===== src/design/quadratic_probe_hash_table_assert.svh =====
// ----------------------------------------------------------------------------
// Assertion macros for the quadratic probe hash table
// Concurrent checks clocked on the rising edge, masked while in reset.
// ----------------------------------------------------------------------------
`ifndef QUADRATIC_PROBE_HASH_TABLE_ASSERT_SVH
`define QUADRATIC_PROBE_HASH_TABLE_ASSERT_SVH

// Generic form: explicit clock and active-low reset.
`define QPHT_ASSERT(label, clk, rst_n, prop, msg) \
  label: assert property (@(posedge clk) disable iff (!rst_n) prop) \
    else $error(msg);

// Block clock and reset.
`define QPHT_ASSERT_CLK(label, prop, msg) \
  `QPHT_ASSERT(label, clk_i, rst_ni, prop, msg)

`endif


===== src/design/qpht_alu.sv =====
// ----------------------------------------------------------------------------
// qpht_alu
// Shared compare-and-subtract unit: y = (a >= b) ? a - b : a.
// ----------------------------------------------------------------------------
module qpht_alu #(
  parameter int unsigned W = 16
) (
  input  logic [W-1:0] a_i,
  input  logic [W-2:0] b_i,
  output logic [W-2:0] y_o
);

  logic [W-1:0] b_ext;
  logic [W-1:0] diff;
  logic         ge;

  assign b_ext = {1'b0, b_i};
  assign ge    = (a_i >= b_ext);
  assign diff  = a_i - b_ext;
  // callers keep a below 2*b, so the result fits one bit narrower
  assign y_o   = ge ? diff[W-2:0] : a_i[W-2:0];

endmodule


===== config.mk =====
export PLATFORM = sky130hd
export DESIGN_NAME = qpht_alu
export DESIGN_NICKNAME = d
export VERILOG_FILES = /design/src/design/quadratic_probe_hash_table_assert.svh /design/src/design/qpht_alu.sv
export SDC_FILE = /design/constraint.sdc
export NUM_CORES = 1
export LEC_CHECK = 0
export BUFFER_PORTS_ARGS = -buffer_cell sky130_fd_sc_hd__buf_4
export CORE_AREA = 2 2 51 53
export DETAILED_ROUTE_END_ITERATION = 8
export DIE_AREA = 0 0 53 55
export PLACE_DENSITY_LB_ADDON = 0.2
export SLEW_MARGIN = 20
export SYNTH_ARGS = -nofsm -noshare
export SYNTH_HDL_FRONTEND = slang
export SYNTH_SLANG_ARGS = --single-unit

===== constraint.sdc =====
create_clock -name vclk -period 3.65
set_clock_uncertainty 0.05 [all_clocks]
set_input_delay 0.1825 -clock vclk [all_inputs]
set_output_delay 0.1825 -clock vclk [all_outputs]
set_load 0.05 [all_outputs]

# Word-level counts from Yosys, hierarchy flattened

Index checks and enable logic that the tools add are counted.

Register bits after elaboration: 0
Input port bits: 31

Add/sub/neg operators: 1
Order comparisons: 1
Muxes and demuxes: 1

Operators by type and width:

| cell                                                           | number |
|---|---|
| 16-bit by 15-bit greater-or-equal comparator with 1-bit output | 1 |
| 15-bit 2-to-1 mux                                              | 1 |
| 15-bit subtractor                                              | 1 |

# Longest topological paths before layout

Gate-level depths: netlist of run 1.

Word-level depth: 2
Mapped depth: 11
Depth with buffers taken out: 10

# Worst setup path before layout of run 1

Ideal clock, no wire load.

Kind: input-to-output
Start: input port a_i[0]
End: output port y_o[0]
Arrival time: 2.624 ns
Path slack: 0.794 ns
Stages: 11
Path through: inv_1 -> ha_1 -> fa_1 -> nor2b_4 -> o31a_4 -> o21ai_4 -> nand3b_2 -> a21oi_2 -> o21ai_4 -> buf_6 -> mux2i_1

Cells in the longest elaborated chain, start to end: 2
Elaborated cells on any way between the ends: 3
Those cells by class: add/sub (1); order compare (1); mux (1)

RTL lines:

| item                                                                                                | line                           | text |
|---|---|---|
| start: declaration                                                                                  | qpht_alu.sv:8                  | `input logic [W-1:0] a_i,` |
| 15-bit subtractor or 16-bit by 15-bit greater-or-equal comparator with 1-bit output (tied branches) | qpht_alu.sv:19, qpht_alu.sv:18 |  |
| 15-bit 2-to-1 mux (*)                                                                               | qpht_alu.sv:21                 | `assign y_o = ge ? diff[W-2:0] : a_i[W-2:0];` |
| end: declaration                                                                                    | qpht_alu.sv:10                 | `output logic [W-2:0] y_o` |

Mark *: on every way between the ends. The rest lies on a longest branch, timed or not.

# Final worst setup path of run 1

Start: input port a_i[0]
End: output port y_o[4]

Same word-level chain as after synthesis.

==> summary.txt, run 1 <==
Total power: 0.392 mW
Post-DRT Antenna Nets: 0
CP delay by family, top: compound AO/OA/AOI/OAI gates
Seq cells: 0
Core Rows: 18
Min Clock Period, post-route: 2.86 ns
Design Area, Final: 0.00137 sq mm
Initial antenna violation count: 0
Period utilization: 78.3%
Fin. Hold Viols: 0
Top layer reached by signal wires: met4
Final setup viols: 0
Core Footprint: 0.00236 sq mm
Max-cap violations: 0
Avg Vias per Cell: 5.23
Initial core utilization: 42.4%
Clock buf count: 0
Die area: 0.00292 sq mm
Fin nets: 217
Die Span Y: 55 um
Met3 wire len: 127 um
GRT overflow: 0
PwrDens: 287 mW/mm^2
Fin util: 57.7%
Area fraction of the dominant cell type after synthesis: 18.7%
Post-synth cell types: 39
Hold Path Sink: y_o[10]
Max incr delay on CP: 0.54 ns
Vias: 1,035
WHS Path Cells: 3
Yosys Warn Count: 0
Syn nets: 172
Post_cts resized: 0
Measured slew at the worst slew-check pin: 0.635 ns
First-pass GRT wire length: 3460 um
Peak VDD IR: 0.174 mV
M1 wire length: 923 um
Most frequent cells in the layout: 46 x buf_4, 20 x inv_1, 15 x ha_1
Setup slack at placement: 0.791 ns
Worst EP required: 3.42 ns
Largest net degree at the start of global routing: 16
Cells along the critical path: buf_4 -> inv_1 -> ha_1 -> fa_1 -> nor2b_4 -> o31a_4 -> o21ai_4 -> nand3b_2 -> a21oi_2 -> o21ai_4 -> mux2_2 -> buf_4
Wirelength, routed: 2240 um
DRC viols: 0
Most common cell after layout, fill and taps aside: buf_4
Cell accounting for the most synthesized area: ha_1
FF/Latch Area: 0 sq um
Placed instance area: 0.00137 sq mm
Total track usage: 14.9%
Nature of the critical path endpoint: output port
Synthesized area per cell: 8.03 sq um
Gp weighted congestion: 0.829
Critical Path Source Type: input port
Area grow syn2layout: 36.0%
Chip width: 53 um
Relative slew slack: 57.5%
Hold Crit Start: a_i[10]
Leak: 0.764 nW
Initial DRC count: 8
TNS Setup: 0 ns
Placed Cells: 198
Gate Count Post-Synth: 125
Post-CTS Setup Repair Bufs: 0
FMAX: 0.350 GHz
Drt pass-1 iters: 4
RSZ-0062 raised after global routing: false
Input/output buffers: 46
Non-filler cells, final: 198
CP Max Fanout: 15
Kind of critical path: in2out
Post-DP HPWL: 1950 um
Hold_ws: 0.708 ns
Hold_buf cts: 0
IO Count: 46
Hold Crit Class: in2out
Slowest-stage cell, CP: o21ai_4
Buffers and inverters on the worst path: 3
Wire per inst: 11.3 um
Area contributors post-synth: ha_1 19%, mux2_4 12%, inv_1 7.5%, mux2_2 5.6%, xnor2_1 4.4%
Layout cell share with drive strength beyond 1: 39.9%
Antenna cell count: 0
Outcome: completed
CP arrival: 2.63 ns
Synthesized cell area: 0.00100 sq mm
Sequential-to-total area share from yosys stat: 0%
Max Transition Viols Final: 0
Final setup margin: 0.792 ns
Vias in the first global route: 897
Met2 routed WL: 1170 um
[area by class of cell]
class / instances / area, sq um
well taps: 30 / 37.5
multi-input cells: 102 / 907
repair buffers: 46 / 345
fillers: 245 / 1000
inverters: 20 / 75.1
[worst min-delay path: stages]
cell,delay [ns]
buf_4,0.08
mux2_4,0.13
buf_4,0.18
[logic make-up after synthesis]
family | share of synthesized area (%)
adders and majority gates | 20.7
xor gates and xnor gates | 8.73
muxes | 19.6
AOI/OAI and AO/OA | 25.7
and+or+nand+nor | 15.7
buffers and inverters | 9.60
[where the power goes]
part	total [mW]	internal, mW	switching (mW)	leakage [nW]
clock network	0	0	0	0
registers	0	0	0	0
logic	0.392	0.163	0.229	0.764
total	0.392	0.163	0.229	0.764
[layer usage]
layer | vias up | GRT usage (%)
li1 | 531 | -
met1 | 475 | 17.2
met2 | 27 | 30.8
met3 | 2 | 0.538
met4 | 0 | 1.71
met5 | - | 0
[worst max path at each step]
stage	slack, ns	start	cells past startpoint	end
3_3_place_gp	0.84	a_i[0]	12	y_o[5]
3_5_place_dp	0.79	a_i[0]	12	y_o[4]
5_1_grt	0.69	a_i[0]	12	y_o[5]
4_1_cts	0.79	a_i[0]	12	y_o[4]
2_1_floorplan	0.79	a_i[0]	11	y_o[0]
6_report	0.79	a_i[0]	12	y_o[4]
[cells in the mapped netlist (2+ instances only)]
cell      number
o21ai_4        2
ha_1          15
nand4_1        2
o211a_1        2
xor2_1         5
nor2b_1        2
xnor2_1        5
mux2_2         5
o21a_1         3
a21oi_1        7
nand3_1        3
a21o_1         3
mux2_4         8
o21bai_1       2
nand2_1        2
mux2i_1        2
o21ai_0        5
nor2_1         7
nor3_1         4
a31oi_1        3
inv_1         20
Note: power is estimated with default switching activity, not from simulation.
==> run 2, diff against run 1 <==
ABC_AREA = 1   (was default)
CORE_AREA = 2 2 56 58   (was 2 2 51 53)
DIE_AREA = 0 0 58 60   (was 0 0 53 55)
clock period = 2.5 ns   (was 3.65 ns; I/O delays follow)
==> summary.txt, run 2 <==
Leak: 1.06 nW
Seq cells: 0
Initial DRC count: 30
Sequential-to-total area share from yosys stat: 0%
Wirelength, routed: 2820 um
GR Util met1: 21.7%
First-pass GRT wire length: 4710 um
Wire per inst: 8.75 um
Final setup viols: 0
Met3 Usage GRT: 0.216%
Input/output buffers: 46
Measured slew at the worst slew-check pin: 0.226 ns
Area grow syn2layout: 28.7%
Grt met2 use: 31.2%
Synthesized area per cell: 5.06 sq um
TNS Setup: 0 ns
Total track usage: 16.3%
Syn nets: 292
Initial core utilization: 42.7%
Drt pass-1 iters: 4
Most common cell after layout, fill and taps aside: nand2_1
Post-DP HPWL: 2430 um
Fill cells: 329
Post_cts resized: 0
Cells along the critical path: buf_4 -> inv_1 -> ha_1 -> fa_1 -> inv_1 -> nand2_1 -> nand2_1 -> nand3_2 -> nand3_2 -> nand2_2 -> nand2_4 -> inv_4 -> nand2_1 -> nand2_1 -> buf_4
FMAX: 0.477 GHz
Placed instance area: 0.00159 sq mm
CP Max Fanout: 18
Core Rows: 20
Outcome: completed
Fin nets: 338
CP delay by family, top: simple AND/OR/NAND/NOR gates
Yosys Warn Count: 0
Fin. Hold Viols: 0
Gp weighted congestion: 0.847
Synthesized cell area: 0.00124 sq mm
Buffers and inverters on the worst path: 5
IO Count: 46
Core Footprint: 0.00290 sq mm
Hold Crit Class: in2out
Clock buf count: 0
Vias in the first global route: 1,224
GRT overflow: 0
Layout cell share with drive strength beyond 1: 23.9%
Min Clock Period, post-route: 2.10 ns
Hold_ws: 0.558 ns
Antenna cell count: 0
Max-cap violations: 0
FF/Latch Area: 0 sq um
Kind of critical path: in2out
Nature of the critical path endpoint: output port
Most frequent cell after synthesis: nand2_1
Area contributors post-synth: nand2_1 29%, inv_1 16%, ha_1 15%, nand3_1 6.9%, nand2_2 6.6%
RSZ-0062 raised after global routing: false
Area fraction of the dominant cell type after synthesis: 29.1%
PwrDens: 349 mW/mm^2
Post-DRT Antenna Nets: 0
Most frequent cells in the layout: 96 x nand2_1, 54 x inv_1, 46 x buf_4
Relative slew slack: 84.9%
Cell accounting for the most synthesized area: nand2_1
Gate Count Post-Synth: 245
DRC viols: 0
Design Area, Final: 0.00159 sq mm
Critical Path Source Type: input port
Post-CTS Setup Repair Bufs: 0
Synth top cells by count: 96 x nand2_1, 54 x inv_1, 17 x nand3_1
Post-synth cell types: 23
Busiest grt layer: met2
Peak VDD IR: 0.211 mV
Max Transition Viols Final: 0
Hold_buf cts: 0
Chip width: 58 um
Vias: 1,442
Die Span Y: 60 um
Initial antenna violation count: 0
Slowest-stage cell, CP: fa_1
Avg Vias per Cell: 4.48
CP most frequent cell: nand2_1
CP arrival: 1.92 ns
Max incr delay on CP: 0.36 ns
Period utilization: 83.9%
Die area: 0.00348 sq mm
Worst EP required: 2.33 ns
Largest net degree at the start of global routing: 19
-- run 2: changes by cell type after synthesis, sizes merged, moves of 3 or more --
cell   delta
nand2   +108
inv      +37
nand3    +16
mux2     -13
nor2     +10
nor3      -5
xnor2     -5
o21ai     -4
a21o      -3
a31oi     -3
and2      +3
nor2b     -3
o21a      -3
-- run 2: area by class of cell --
cell class                      count  area (sq um)  area share (%)
Multi-Input combinational cell    186           991            62.2
Tap cell                           33          41.3            2.59
Timing Repair Buffer               46           345            21.7
Inverter                           57           216            13.6
-- run 2: where the power goes --
group | leakage (nW) | internal, mW | total (mW) | switching [mW]
sequential | 0 | 0 | 0 | 0
clock | 0 | 0 | 0 | 0
combinational | 1.06 | 0.190 | 0.556 | 0.366
-- run 2: metal layers --
layer	part of all wire (%)	wire, um	vias up
met3	3.7	105	0
li1	-	-	817
met4	0	0	0
met1	49	1380	596
met5	0	0	-
met2	47	1330	29
-- run 2: path summary, 6_finish.rpt --
kind       to  cells after the start   start  slack [ns]
min    y_o[3]                      4  a_i[3]        0.56
max   y_o[14]                     15  a_i[0]        0.40
-- run 2: through the flow --
stage	utilization [%]	power [mW]	setup WS (ns)	cells
after detailed placement	54.9	0.558	0.389	322
final	54.9	0.556	0.402	322
after CTS	54.9	0.560	0.387	322
after global placement	54.9	0.555	0.439	322
after floorplan	-	0.409	0.178	245
after global routing	54.9	0.610	0.248	322
-- run 2: cells by family after synthesis --
kind of cell / Yosys count / synth area share, %
xor+xnor: 5 / 3.54
fa+ha+maj: 16 / 16.8
buf+inv: 59 / 20.0
simple gates: 155 / 55.4
compound gates: 10 / 4.34
